===== src/hdl/ips_pkg.sv =====
// Package for the incremental PID step: widths, codes and shared types.
// No dependencies.
`default_nettype none
package ips_pkg;

	localparam int DATA_W    = 16;
	localparam int GAIN_W    = 16;
	localparam int CFG_IDX_W = 3;
	localparam int HALF_W    = 16;
	localparam int MUL_W     = 18;
	localparam int PROD_W    = 2 * MUL_W;
	localparam int IF_W      = 52;
	localparam int ACC_W     = 30;
	localparam int PD_SHIFT  = 8;
	localparam int I_SHIFT   = 25;

	localparam logic signed [DATA_W-1:0] DRIVE_MAX_RST = 16'sd25600;
	localparam logic signed [DATA_W-1:0] DRIVE_MIN_RST = -16'sd25600;

	typedef enum logic [CFG_IDX_W-1:0] {
		REG_GAIN_PROP  = 3'd0,
		REG_GAIN_INTEG = 3'd1,
		REG_GAIN_DERIV = 3'd2,
		REG_PERIOD     = 3'd3,
		REG_DRIVE_MAX  = 3'd4,
		REG_DRIVE_MIN  = 3'd5
	} cfg_idx_t;

	typedef enum logic [1:0] {
		CLAMP_NONE = 2'd0,
		CLAMP_MAX  = 2'd1,
		CLAMP_MIN  = 2'd2
	} clamp_t;

	typedef enum logic [2:0] {
		ST_IDLE,
		ST_KIT,
		ST_PD,
		ST_LO,
		ST_HI,
		ST_SUMI,
		ST_ACC,
		ST_CLAMP
	} state_t;

	typedef enum logic [3:0] {
		OP_NONE,
		OP_LOAD,
		OP_KIT,
		OP_PD,
		OP_LO,
		OP_HI,
		OP_SUMI,
		OP_ACC,
		OP_CLAMP
	} op_t;

	typedef struct packed {
		logic        [GAIN_W-1:0] gain_prop;
		logic        [GAIN_W-1:0] gain_integ;
		logic        [GAIN_W-1:0] gain_deriv;
		logic        [GAIN_W-1:0] period;
		logic signed [DATA_W-1:0] drive_max;
		logic signed [DATA_W-1:0] drive_min;
	} cfg_t;

endpackage
`default_nettype wire


===== src/hdl/ips_if.sv =====
// Valid/ready channel interfaces for error samples and drive results.
// Depends on ips_pkg.
`default_nettype none
interface ips_in_if;
	import ips_pkg::*;

	logic                     valid;
	logic                     ready;
	logic signed [DATA_W-1:0] err_sample;

	modport source (output valid, output err_sample, input ready);
	modport sink   (input valid, input err_sample, output ready);
endinterface

interface ips_out_if;
	import ips_pkg::*;

	logic                     valid;
	logic                     ready;
	logic signed [DATA_W-1:0] drive;
	logic        [1:0]        clamp_state;

	modport source (output valid, output drive, output clamp_state, input ready);
	modport sink   (input valid, input drive, input clamp_state, output ready);
endinterface
`default_nettype wire


===== src/hdl/ips_cfg.sv =====
// Configuration register file: gains, period and drive limits.
// Depends on ips_pkg.
`default_nettype none
module ips_cfg (
	input  wire                               clk,
	input  wire                               arst_n,
	input  wire                               cfg_we,
	input  wire  [ips_pkg::CFG_IDX_W-1:0]     cfg_idx,
	input  wire  [ips_pkg::DATA_W-1:0]        cfg_wdata,
	output ips_pkg::cfg_t                     cfg
);
	import ips_pkg::*;

	cfg_t cfg_q;

	// Write the addressed register; drop writes beyond the list
	always_ff @(posedge clk or negedge arst_n) begin
		if (!arst_n) begin
			cfg_q.gain_prop  <= '0;
			cfg_q.gain_integ <= '0;
			cfg_q.gain_deriv <= '0;
			cfg_q.period     <= '0;
			cfg_q.drive_max  <= DRIVE_MAX_RST;
			cfg_q.drive_min  <= DRIVE_MIN_RST;
		end else if (cfg_we) begin
			case (cfg_idx)
				REG_GAIN_PROP:  cfg_q.gain_prop  <= cfg_wdata;
				REG_GAIN_INTEG: cfg_q.gain_integ <= cfg_wdata;
				REG_GAIN_DERIV: cfg_q.gain_deriv <= cfg_wdata;
				REG_PERIOD:     cfg_q.period     <= cfg_wdata;
				REG_DRIVE_MAX:  cfg_q.drive_max  <= $signed(cfg_wdata);
				REG_DRIVE_MIN:  cfg_q.drive_min  <= $signed(cfg_wdata);
				default: ;
			endcase
		end
	end

	assign cfg = cfg_q;

endmodule
`default_nettype wire


===== src/hdl/ips_ctrl.sv =====
// Sequencer for one PID step: handshakes and datapath operation codes.
// Depends on ips_pkg.
`default_nettype none
module ips_ctrl (
	input  wire         clk,
	input  wire         arst_n,
	input  wire         in_valid,
	output logic        in_ready,
	output logic        out_valid,
	input  wire         out_ready,
	output ips_pkg::op_t cmd
);
	import ips_pkg::*;

	state_t state_q, state_d;
	logic   out_valid_q, out_valid_d;

	// State and output-valid registers
	always_ff @(posedge clk or negedge arst_n) begin
		if (!arst_n) begin
			state_q     <= ST_IDLE;
			out_valid_q <= 1'b0;
		end else begin
			state_q     <= state_d;
			out_valid_q <= out_valid_d;
		end
	end

	// Next state, operation code and handshakes
	always_comb begin
		state_d  = state_q;
		cmd      = OP_NONE;
		in_ready = 1'b0;
		// retire a transaction the sink has taken
		out_valid_d = out_valid_q && !out_ready;
		case (state_q)
			ST_IDLE: begin
				in_ready = 1'b1;
				if (in_valid) begin
					cmd     = OP_LOAD;
					state_d = ST_KIT;
				end
			end
			ST_KIT: begin
				cmd     = OP_KIT;
				state_d = ST_PD;
			end
			ST_PD: begin
				cmd     = OP_PD;
				state_d = ST_LO;
			end
			ST_LO: begin
				cmd     = OP_LO;
				state_d = ST_HI;
			end
			ST_HI: begin
				cmd     = OP_HI;
				state_d = ST_SUMI;
			end
			ST_SUMI: begin
				cmd     = OP_SUMI;
				state_d = ST_ACC;
			end
			ST_ACC: begin
				cmd     = OP_ACC;
				state_d = ST_CLAMP;
			end
			ST_CLAMP: begin
				// hold until the output register is free
				if (!out_valid_q || out_ready) begin
					cmd         = OP_CLAMP;
					out_valid_d = 1'b1;
					state_d     = ST_IDLE;
				end
			end
			default: begin
				state_d = ST_IDLE;
			end
		endcase
	end

	assign out_valid = out_valid_q;

endmodule
`default_nettype wire


===== src/hdl/ips_dp.sv =====
// Datapath for the PID step: shared 18x18 multiplier, accumulator, clamp.
// Depends on ips_pkg; sequenced by ips_ctrl.
`default_nettype none
module ips_dp (
	input  wire                               clk,
	input  wire                               arst_n,
	input  ips_pkg::op_t                      cmd,
	input  ips_pkg::cfg_t                     cfg,
	input  wire signed [ips_pkg::DATA_W-1:0]  err_sample,
	output logic signed [ips_pkg::DATA_W-1:0] drive,
	output logic [1:0]                        clamp_state
);
	import ips_pkg::*;

	logic signed [DATA_W-1:0]   e_q;
	logic signed [DATA_W-1:0]   last_err_q;
	logic signed [DATA_W-1:0]   last_drive_q;
	logic signed [DATA_W-1:0]   drive_q;
	clamp_t                     clamp_q;
	logic signed [DATA_W:0]     diff_q;
	logic signed [DATA_W:0]     sum_q;
	logic        [GAIN_W:0]     kpd_q;
	logic        [2*GAIN_W-1:0] kit_q;
	logic signed [PROD_W-1:0]   prod_q;
	logic signed [PROD_W-1:0]   ilo_q;
	logic signed [IF_W-1:0]     ifull_q;
	logic signed [ACC_W-1:0]    acc_q;

	logic signed [MUL_W-1:0]    mul_a;
	logic signed [MUL_W-1:0]    mul_b;
	logic signed [PROD_W-1:0]   mul_p;
	logic signed [DATA_W:0]     e_ext;
	logic signed [DATA_W:0]     le_ext;
	logic signed [PROD_W-1:0]   pd_sh;
	logic signed [IF_W-1:0]     hi_ext;
	logic signed [IF_W-1:0]     lo_ext;
	logic signed [IF_W-1:0]     i_sh;
	logic signed [ACC_W-1:0]    ld_ext;
	logic signed [ACC_W-1:0]    max_ext;
	logic signed [ACC_W-1:0]    min_ext;
	logic signed [DATA_W-1:0]   y;
	clamp_t                     flag;

	// Pick multiplier operands for the current step
	always_comb begin
		case (cmd)
			OP_KIT: begin
				mul_a = $signed({{(MUL_W-GAIN_W){1'b0}}, cfg.gain_integ});
				mul_b = $signed({{(MUL_W-GAIN_W){1'b0}}, cfg.period});
			end
			OP_PD: begin
				mul_a = $signed({{(MUL_W-GAIN_W-1){1'b0}}, kpd_q});
				mul_b = $signed({{(MUL_W-DATA_W-1){diff_q[DATA_W]}}, diff_q});
			end
			OP_LO: begin
				mul_a = $signed({{(MUL_W-HALF_W){1'b0}}, kit_q[HALF_W-1:0]});
				mul_b = $signed({{(MUL_W-DATA_W-1){sum_q[DATA_W]}}, sum_q});
			end
			OP_HI: begin
				mul_a = $signed({{(MUL_W-HALF_W){1'b0}}, kit_q[2*GAIN_W-1:HALF_W]});
				mul_b = $signed({{(MUL_W-DATA_W-1){sum_q[DATA_W]}}, sum_q});
			end
			default: begin
				mul_a = '0;
				mul_b = '0;
			end
		endcase
	end

	assign mul_p = mul_a * mul_b;

	// Operand extension, truncating shifts and the split integral product
	assign e_ext  = {err_sample[DATA_W-1], err_sample};
	assign le_ext = {last_err_q[DATA_W-1], last_err_q};
	assign pd_sh  = prod_q >>> PD_SHIFT;
	assign hi_ext = $signed({{(IF_W-PROD_W){prod_q[PROD_W-1]}}, prod_q}) <<< HALF_W;
	assign lo_ext = $signed({{(IF_W-PROD_W){ilo_q[PROD_W-1]}}, ilo_q});
	assign i_sh   = ifull_q >>> I_SHIFT;
	assign ld_ext = $signed({{(ACC_W-DATA_W){last_drive_q[DATA_W-1]}}, last_drive_q});
	assign max_ext = $signed({{(ACC_W-DATA_W){cfg.drive_max[DATA_W-1]}}, cfg.drive_max});
	assign min_ext = $signed({{(ACC_W-DATA_W){cfg.drive_min[DATA_W-1]}}, cfg.drive_min});

	// Clamp: upper limit tested first
	always_comb begin
		if (acc_q > max_ext) begin
			y    = cfg.drive_max;
			flag = CLAMP_MAX;
		end else if (acc_q < min_ext) begin
			y    = cfg.drive_min;
			flag = CLAMP_MIN;
		end else begin
			y    = acc_q[DATA_W-1:0];
			flag = CLAMP_NONE;
		end
	end

	// Working registers, advanced one step per operation code
	always_ff @(posedge clk) begin
		case (cmd)
			OP_LOAD: begin
				e_q    <= err_sample;
				diff_q <= e_ext - le_ext;
				sum_q  <= e_ext + le_ext;
				kpd_q  <= {1'b0, cfg.gain_prop} + {1'b0, cfg.gain_deriv};
			end
			OP_KIT: begin
				prod_q <= mul_p;
			end
			OP_PD: begin
				kit_q  <= prod_q[2*GAIN_W-1:0];
				prod_q <= mul_p;
			end
			OP_LO: begin
				acc_q  <= ld_ext + $signed(pd_sh[ACC_W-1:0]);
				prod_q <= mul_p;
			end
			OP_HI: begin
				ilo_q  <= prod_q;
				prod_q <= mul_p;
			end
			OP_SUMI: begin
				ifull_q <= hi_ext + lo_ext;
			end
			OP_ACC: begin
				acc_q <= acc_q + $signed(i_sh[ACC_W-1:0]);
			end
			OP_CLAMP: begin
				drive_q <= y;
				clamp_q <= flag;
			end
			default: ;
		endcase
	end

	// Loop state: previous error and previous clamped drive
	always_ff @(posedge clk or negedge arst_n) begin
		if (!arst_n) begin
			last_err_q   <= '0;
			last_drive_q <= '0;
		end else if (cmd == OP_CLAMP) begin
			last_err_q   <= e_q;
			last_drive_q <= y;
		end
	end

	assign drive       = drive_q;
	assign clamp_state = clamp_q;

endmodule
`default_nettype wire


===== src/hdl/incremental_pid_step.sv =====
// Incremental PID step: a sample runs the KIT, PD, LO, HI, SUMI, ACC and CLAMP
// states, using the single shared 18x18 multiplier four times per step plus the
// accumulate and clamp steps. A new sample is taken only in idle. The output
// register lets a result wait while the next sample is taken in; the clamp
// step waits for it to be free. Reset: gains and period 0, limits +/-100.0,
// previous error and drive 0; no clearing pass.
`default_nettype none
module incremental_pid_step (
	input  wire                            clk,
	input  wire                            arst_n,
	ips_in_if.sink                         in_ch,
	ips_out_if.source                      out_ch,
	input  wire                            cfg_we,
	input  wire [ips_pkg::CFG_IDX_W-1:0]   cfg_idx,
	input  wire [ips_pkg::DATA_W-1:0]      cfg_wdata
);
	import ips_pkg::*;

	cfg_t cfg;
	op_t  cmd;

	// Configuration registers
	ips_cfg u_cfg (
		.clk       (clk),
		.arst_n    (arst_n),
		.cfg_we    (cfg_we),
		.cfg_idx   (cfg_idx),
		.cfg_wdata (cfg_wdata),
		.cfg       (cfg)
	);

	// Step sequencer
	ips_ctrl u_ctrl (
		.clk       (clk),
		.arst_n    (arst_n),
		.in_valid  (in_ch.valid),
		.in_ready  (in_ch.ready),
		.out_valid (out_ch.valid),
		.out_ready (out_ch.ready),
		.cmd       (cmd)
	);

	// Arithmetic and result register
	ips_dp u_dp (
		.clk         (clk),
		.arst_n      (arst_n),
		.cmd         (cmd),
		.cfg         (cfg),
		.err_sample  (in_ch.err_sample),
		.drive       (out_ch.drive),
		.clamp_state (out_ch.clamp_state)
	);

endmodule
`default_nettype wire


===== src/flat_wrapper.sv =====
// flat-port wrapper written by rule: the top's interface ports become plain ports
module incremental_pid_step_flat import ips_pkg::*;
  (clk, arst_n, cfg_we, cfg_idx, cfg_wdata, in_ch_valid, in_ch_err_sample, in_ch_ready, out_ch_valid, out_ch_drive, out_ch_clamp_state, out_ch_ready);
  ips_in_if in_ch_i ();
  ips_out_if out_ch_i ();
  input  wire clk;
  input  wire arst_n;
  input  wire cfg_we;
  input  wire [ips_pkg::CFG_IDX_W-1:0] cfg_idx;
  input  wire [ips_pkg::DATA_W-1:0] cfg_wdata;
  input wire logic [$bits(in_ch_i.valid)-1:0] in_ch_valid;
  input wire logic [$bits(in_ch_i.err_sample)-1:0] in_ch_err_sample;
  output wire logic [$bits(in_ch_i.ready)-1:0] in_ch_ready;
  output wire logic [$bits(out_ch_i.valid)-1:0] out_ch_valid;
  output wire logic [$bits(out_ch_i.drive)-1:0] out_ch_drive;
  output wire logic [$bits(out_ch_i.clamp_state)-1:0] out_ch_clamp_state;
  input wire logic [$bits(out_ch_i.ready)-1:0] out_ch_ready;
  assign in_ch_i.valid = in_ch_valid;
  assign in_ch_i.err_sample = in_ch_err_sample;
  assign in_ch_ready = in_ch_i.ready;
  assign out_ch_valid = out_ch_i.valid;
  assign out_ch_drive = out_ch_i.drive;
  assign out_ch_clamp_state = out_ch_i.clamp_state;
  assign out_ch_i.ready = out_ch_ready;
  incremental_pid_step u_core (.clk(clk), .arst_n(arst_n), .in_ch(in_ch_i), .out_ch(out_ch_i), .cfg_we(cfg_we), .cfg_idx(cfg_idx), .cfg_wdata(cfg_wdata));
endmodule

===== config.mk =====
export PLATFORM = sky130hd
export DESIGN_NAME = incremental_pid_step_flat
export DESIGN_NICKNAME = d
export VERILOG_FILES = /design/src/hdl/ips_pkg.sv /design/src/hdl/ips_if.sv /design/src/hdl/ips_cfg.sv /design/src/hdl/ips_ctrl.sv /design/src/hdl/ips_dp.sv /design/src/hdl/incremental_pid_step.sv /design/src/flat_wrapper.sv
export SDC_FILE = /design/constraint.sdc
export NUM_CORES = 2
export LEC_CHECK = 0
export BUFFER_PORTS_ARGS = -buffer_cell sky130_fd_sc_hd__buf_4
export CORE_ASPECT_RATIO = 2
export CORE_MARGIN = 4
export CORE_UTILIZATION = 56
export DETAILED_ROUTE_END_ITERATION = 16
export PLACE_DENSITY = 0.8
export SYNTH_ARGS = -nofsm -noshare
export SYNTH_HDL_FRONTEND = slang
export SYNTH_SLANG_ARGS = --single-unit

===== constraint.sdc =====
create_clock -name clk -period 10.7 [get_ports clk]
set_clock_uncertainty 0.15 [all_clocks]
set_input_delay 2.14 -clock clk [delete_from_list [all_inputs] [get_ports clk]]
set_output_delay 2.14 -clock clk [all_outputs]
set_load 0.02 [all_outputs]

# [Word-level counts from Yosys, hierarchy flattened]
# Cells that the tools add are included.
[word_totals] out_inout_bits=20 latch_bits=0 inputBits=40 ramBits=0 elab_cells=83 mem_count=0 reg_bits=403 mem_bits_ro=0
[classes] div=0 addsub=6 mux=15 n_reduce_logical=16 multipliers=1 bitwise=0 n_lt_le_gt_ge=2 shift=0 n_eq_ne=22
[op_table] cell="17-bit one-hot mux with 4 select lines" count=1
[op_table] cell="30-bit one-hot mux with 2 select lines" count=1
[op_table] cell="18-bit one-hot mux with 3 select lines" count=1
[op_table] cell="52-bit by 36-bit adder with 52-bit output" count=1
[op_table] cell="18-bit by 18-bit multiplier with 36-bit output" count=1
[op_table] cell="16-bit by 16-bit adder with 17-bit output" count=2
[op_table] cell="16-bit 2-to-1 mux" count=2
[op_table] cell="4-bit one-hot mux with 8 select lines" count=1
[op_table] cell="30-bit by 27-bit adder with 30-bit output" count=1
[op_table] cell="30-bit by 16-bit greater-than comparator with 1-bit output" count=1
[op_table] cell="30-bit by 16-bit < comparator with 1-bit output" count=1
[op_table] cell="16-bit by 28-bit adder with 29-bit output" count=1
[op_table] cell="3-bit one-hot mux with 8 select lines" count=1
[op_table] cell="3-bit equality test (second input constant)" count=6
[op_table] cell="16-bit by 16-bit subtractor with 17-bit output" count=1
[op_table] cell="4-bit by 3-bit equality test with 1-bit output (second input constant)" count=4
[op_table] cell="2-bit AND reduction" count=7
[op_table] cell="3-bit by 2-bit equality test with 1-bit output (second input constant)" count=4
[op_table] cell="4-bit by 2-bit equality test with 1-bit output (second input constant)" count=2
[op_table] cell="3-bit by 1-bit equality test with 1-bit output (second input constant)" count=2
[op_table] cell="3-bit logical NOT" count=2
[op_table] cell="3-bit 2-to-1 mux" count=2
[op_table] cell="4-bit by 1-bit equality test with 1-bit output (second input constant)" count=1
[op_table] cell="4-bit equality test (second input constant)" count=1
[op_table] cell="other kinds (10)" count=15

# [Depth between registers and ports, before layout]
[logic_depth] depth_word=8 ltp_mapped=32 ltp_nobuf=29

# [Cells and area by module]
# From an unflattened synthesis, not the netlist that was laid out.
[unflattened] hier_cells=3041 hier_area_um2=31023.5
[modules_own_cells] module="ips_dp" seq_area_each_um2=7677.4 n_inst=1 area_each_um2=26998.4 cells_per_inst=2800
[modules_own_cells] module="ips_cfg" seq_area_each_um2=2411.1 n_inst=1 area_each_um2=3687.3 cells_per_inst=208
[modules_own_cells] module="ips_ctrl" seq_area_each_um2=100.1 n_inst=1 area_each_um2=337.8 cells_per_inst=33

# [Worst setup path after synthesis]
# No wires, ideal clock.
[synth_timing] path_type="reg-to-reg" startpoint="register u_core.u_ctrl.state_q[1]" endpoint="register u_core.u_dp.prod_q[33], data pin" required_time_ns=10.291 setup_slack_ns=2.990 synth_period_minus_slack_ns=7.710 path_stages_with_launch=29 setup_ns=0.259 path_buffers=3 arrival_time_ns=7.301 cell_sequence="dfrtp_1 > clkbuf_1 > nor2b_1 > clkbuf_1 > buf_1 > and2_1 > nand2_1 > nor2_1 > ha_1 > fa_1 > fa_1 > inv_1 > fa_1 > inv_1 > fa_1 > inv_1 > fa_1 > inv_1 > ha_1 > a21oi_1 > nor2b_1 > o21ai_0 > nand2b_1 > a21oi_1 > a31oi_1 > o21a_1 > a21o_1 > a21oi_1 > xnor2_1"
[synth_via] elab_chain_len=6 word_cells_on_any_way=17 cone_classes="1 x mul; 11 x eq/ne; 3 x mux; 2 x reduce/logical"
[synth_rtl] item="start, declared" line="ips_ctrl.sv:15" text="state_t state_q, state_d;"
[synth_rtl] item="start signal, assigned" line="ips_ctrl.sv:24" text="state_q <= state_d;"
[synth_rtl] item="3-bit equality test, or another cell as far along" line="ips_ctrl.sv:36" text="case (state_q)"
[synth_rtl] item="4-bit one-hot mux with 8 select lines (*)" line="ips_ctrl.sv:36"
[synth_rtl] item="4-bit by 3-bit equality test with 1-bit output" line="ips_dp.sv:46" text="case (cmd)"
[synth_rtl] item="2-bit OR reduction (no source line)"
[synth_rtl] item="18-bit one-hot mux with 3 select lines" line="ips_dp.sv:46"
[synth_rtl] item="18-bit by 18-bit multiplier with 36-bit output (*)" line="ips_dp.sv:70" text="assign mul_p = mul_a * mul_b;"
[synth_rtl] item="named net u_core.u_dp.mul_p[33]" line="ips_dp.sv:31" text="logic signed [PROD_W-1:0] mul_p;"
[synth_rtl] item="end signal, assigned" line="ips_dp.sv:107" text="prod_q <= mul_p;"
[synth_rtl] item="end signal, assigned" line="ips_dp.sv:111" text="prod_q <= mul_p;"
[synth_rtl] item="end signal, assigned" line="ips_dp.sv:115" text="prod_q <= mul_p;"
[synth_rtl] item="end, declared" line="ips_dp.sv:24" text="logic signed [PROD_W-1:0] prod_q;"
# The timed path passes the listed nets; every way through them passes the cells marked *.
# A chain may end at the register's enable or synchronous reset.

# [Worst setup path in the final report]
[layout_timing] startpoint="register u_core.u_ctrl.state_q[1]" endpoint="register u_core.u_dp.prod_q[34], data pin"
# The elaborated chain is that of the path after synthesis.

==> results by group <==
Status
  – Status: completed

Synth
  – Post-synth EDFFs: 229
  – Synth area leader: edfxtp_1
  – Register area share after synthesis: 33.3%
  – Primary FF master, synth: edfxtp_1
  – Post-synth cell types: 72
  – Total number of yosys warnings: 0
  – Post-Syn Area: 30600 µm²
  – Mean area per synthesized cell: 10.2 µm²
  – Synth area leaders: edfxtp_1, fa_1, ha_1, dfrtp_1, inv_1
  – Synth top area share: 22.5%
  – Post-Syn Instances: 3002
  – Flops & latches, synth: 361
  – Syn Nets: 3614
  – Ys async rst share: 36.6%

Global routing
  – Initial antenna violation count: 1
  – GR Util All Layers: 32.5%
  – Vias in the first global route: 24929
  – Total global routing overflow: 0
  – Largest net degree at the start of global routing: 80
  – First-pass GRT wire length: 144000 µm

Hold path
  – Hold EP: u_core.u_dp.last_err_q[13]
  – Min-delay src: u_core.u_dp.e_q[13]
  – Hold path depth: 2
  – Hold WC Path Type: reg2reg

Critical path
  – Crit. End Element: flip-flop
  – Terminus of the critical flop-to-flop path: u_core.u_dp.prod_q[34]
  – CP top delay family: adder cells
  – CP max stage cell: nor2b_2
  – R2R depth: 27
  – Crit-path max cell delay: 660 ps
  – Critical path class: reg2reg
  – Crit path DAT: 8720 ps
  – Crit-path max FO: 26
  – Critical Path RT: 10850 ps
  – Crit path buffers/inverters: 6
  – Worst reg2reg path startpoint: u_core.u_ctrl.state_q[1]
  – FF-to-FF setup slack: 2130 ps
  – Startpoint types: flip-flop
  – Critical path's most frequent cell: fa_1

Floorplan
  – Core Footprint: 54400 µm²
  – Die W: 173 µm
  – Die area: 58700 µm²
  – FP Rows: 121
  – Initial core utilization: 56.3%
  – # IOs: 60
  – Die Span Y: 339 µm

CTS
  – CTS H-tree lvls: 2
  – CTS Hold Bufs: 0
  – Post-cts resize count: 0
  – CTS clk-pin slew, worst paths: 70 ps
  – TritonCTS clock tree: done
  – Setup Buffers After CTS: 0
  – Later-pin clock latency in the skew report: 570 ps
  – Cts bufs inserted: 35
  – CTS max path bufs: 3
  – Root buf cell: clkbuf_16
  – Clock sinks: 361

Route
  – Detail Route Antenna Nets: 0
  – TritonRoute pass-1 iters: 5
  – Via count: 22967
  – DRT iter0 DRCs: 1530
  – Final WL: 95200 µm
  – WL/cell: 25.3 µm
  – Drt via density: 6.10
  – DR DRC count: 0

Timing
  – Max Slew Vio Count: 0
  – Setup TNS: 0 ps
  – Final min period: 8570 ps
  – Max-slew headroom: 19.0%
  – Worst Setup Slack, final: 2130 ps
  – Final hold violation count: 0
  – RSZ-0062 raised after global routing: no
  – Slew @ Worst Pin: 1210 ps
  – Final setup fails: 0
  – Period utilisation layout: 80.1%
  – Fmax: 117 MHz

Place
  – Post-DP HPWL: 76600 µm
  – DP Cell Count: 3698
  – GP Congestion: 1.15
  – IO Port Bufs: 59
  – Pre-CTS setup slack: 2240 ps

Finish
  – Nets: 3671
  – P&R area growth vs syn: 8.59%
  – Share of cells above drive strength 1: 10.5%
  – Final std cells w/o fill: 3763
  – Final core utilization: 61.2%
  – Filler cells: 4389

Job
  – Max cap viols: 0
-- worst reg2reg max path: cells and delay by family, from the launching register on --
kind                       cells  cell delay, ps
adders and majority gates      7            3400
AOI/OAI and AO/OA              8            1580
and+or+nand+nor                5            1350
buffers and inverters          6            1140
DFF                            1             590
xor gates and xnor gates       1              80
-- per-stage QoR --
| step | hold WS, ps | instance area (µm²) |
|---|---|---|
| floorplan | 276 | 30600 |
| global placement | 284 | 32000 |
| detailed placement | 291 | 32000 |
| CTS | 313 | 33300 |
| global route | 322 | 33300 |
| finish | 307 | 33300 |
-- cell families after synthesis --
logic type / share of synthesized area [%]
adders and majority gates: 29.4
muxes: 5.54
AOI/OAI and AO/OA: 11.2
DFF: 33.3
and+or+nand+nor: 10.9
buffers and inverters: 6.03
xor gates and xnor gates: 3.69
-- cells in the mapped netlist (all sizes together) (7+ instances only) --
| master | instances |
|---|---|
| xnor2 | 86 |
| buf | 11 |
| nor2 | 257 |
| o21bai | 25 |
| and2 | 19 |
| o21a | 34 |
| dfrtp | 125 |
| o21ai | 136 |
| fa | 245 |
| nand4 | 17 |
| nand2 | 301 |
| a22oi | 28 |
| mux2i | 33 |
| a21o | 86 |
| nand3 | 29 |
| edfxtp | 229 |
| dfstp | 7 |
| nand2b | 26 |
| ha | 327 |
| nor3 | 26 |
| inv | 398 |
| a31oi | 10 |
| nor2b | 32 |
| mux2 | 120 |
| a21boi | 9 |
| clkbuf | 78 |
| a211oi | 17 |
| and3 | 15 |
| o31ai | 7 |
| a21oi | 144 |
| xor2 | 43 |
-- cell usage in the layout, fill, tap and decap left out, drive strengths merged, types with 19 or more instances in the layout --
master,instances
xnor2,86
clkbuf,48
edfxtp,229
xor2,43
nand3,29
a22oi,28
nor2b,32
mux2,120
and2,19
o21bai,25
fa,245
buf,109
o21a,34
ha,327
a21oi,144
nand2,301
o21ai,136
nor3,26
dfrtp,125
mux2i,33
nand2b,26
inv,402
nor2,257
a21o,86
-- sequential cells by signal (all words and copies together), names as in the netlist --
| register | flops |
|---|---|
| u_core.u_dp.last_err_q | 16 |
| u_core.u_dp.kpd_q | 17 |
| u_core.u_ctrl.state_q | 3 |
| u_core.u_dp.clamp_state | 2 |
| u_core.u_dp.e_q | 16 |
| u_core.u_dp.acc_q | 30 |
| u_core.u_dp.ifull_q | 27 |
| u_core.u_dp.last_drive_q | 16 |
| u_core.u_dp.sum_q | 16 |
| u_core.u_cfg.cfg | 96 |
| u_core.u_dp.ilo_q | 20 |
| u_core.u_dp.kit_q | 32 |
| u_core.u_ctrl.out_valid | 1 |
| u_core.u_dp.diff_q | 17 |
| u_core.u_dp.prod_q | 36 |
| u_core.u_dp.drive | 16 |
-- routing by layer --
layer	track usage (%)	up-vias	share of wire, %	wire (µm)
met2	59.9	1006	52	49800
met1	29.8	11269	30	28500
li1	-	10249	-	-
met4	32.0	0	13	12300
met3	3.68	443	4.8	4530
met5	0	-	0	0
-- layout make-up --
class                      instances  area (µm²)  area share, %
inverter                         398        1490           4.49
clock inverter                    16         204          0.613
tap                              676         846           2.54
multi-input combinational       2154       18700           56.1
sequential                       361       10200           30.6
antenna                            1        2.50        0.00753
clock buffer                      48        1030           3.09
timing repair buffer             109         822           2.47
-- how the worst max path moves through the flow --
| stage | from | to | slack, ps | depth (start not counted) |
|---|---|---|---|---|
| floorplan | u_core.u_ctrl.state_q[1] | u_core.u_dp.prod_q[33] | 2990 | 28 |
| finish | u_core.u_ctrl.state_q[1] | u_core.u_dp.prod_q[34] | 2130 | 27 |
| global placement | u_core.u_ctrl.state_q[1] | u_core.u_dp.prod_q[34] | 2340 | 27 |
| detailed placement | u_core.u_ctrl.state_q[1] | u_core.u_dp.prod_q[34] | 2240 | 27 |
| CTS | u_core.u_ctrl.state_q[1] | u_core.u_dp.prod_q[34] | 2210 | 27 |
| global route | u_core.u_ctrl.state_q[1] | u_core.u_dp.prod_q[34] | 1660 | 27 |
Power is left out: the tool's default activity adds up to more than one toggle a clock period on the data nets, which glitch-free logic cannot reach.
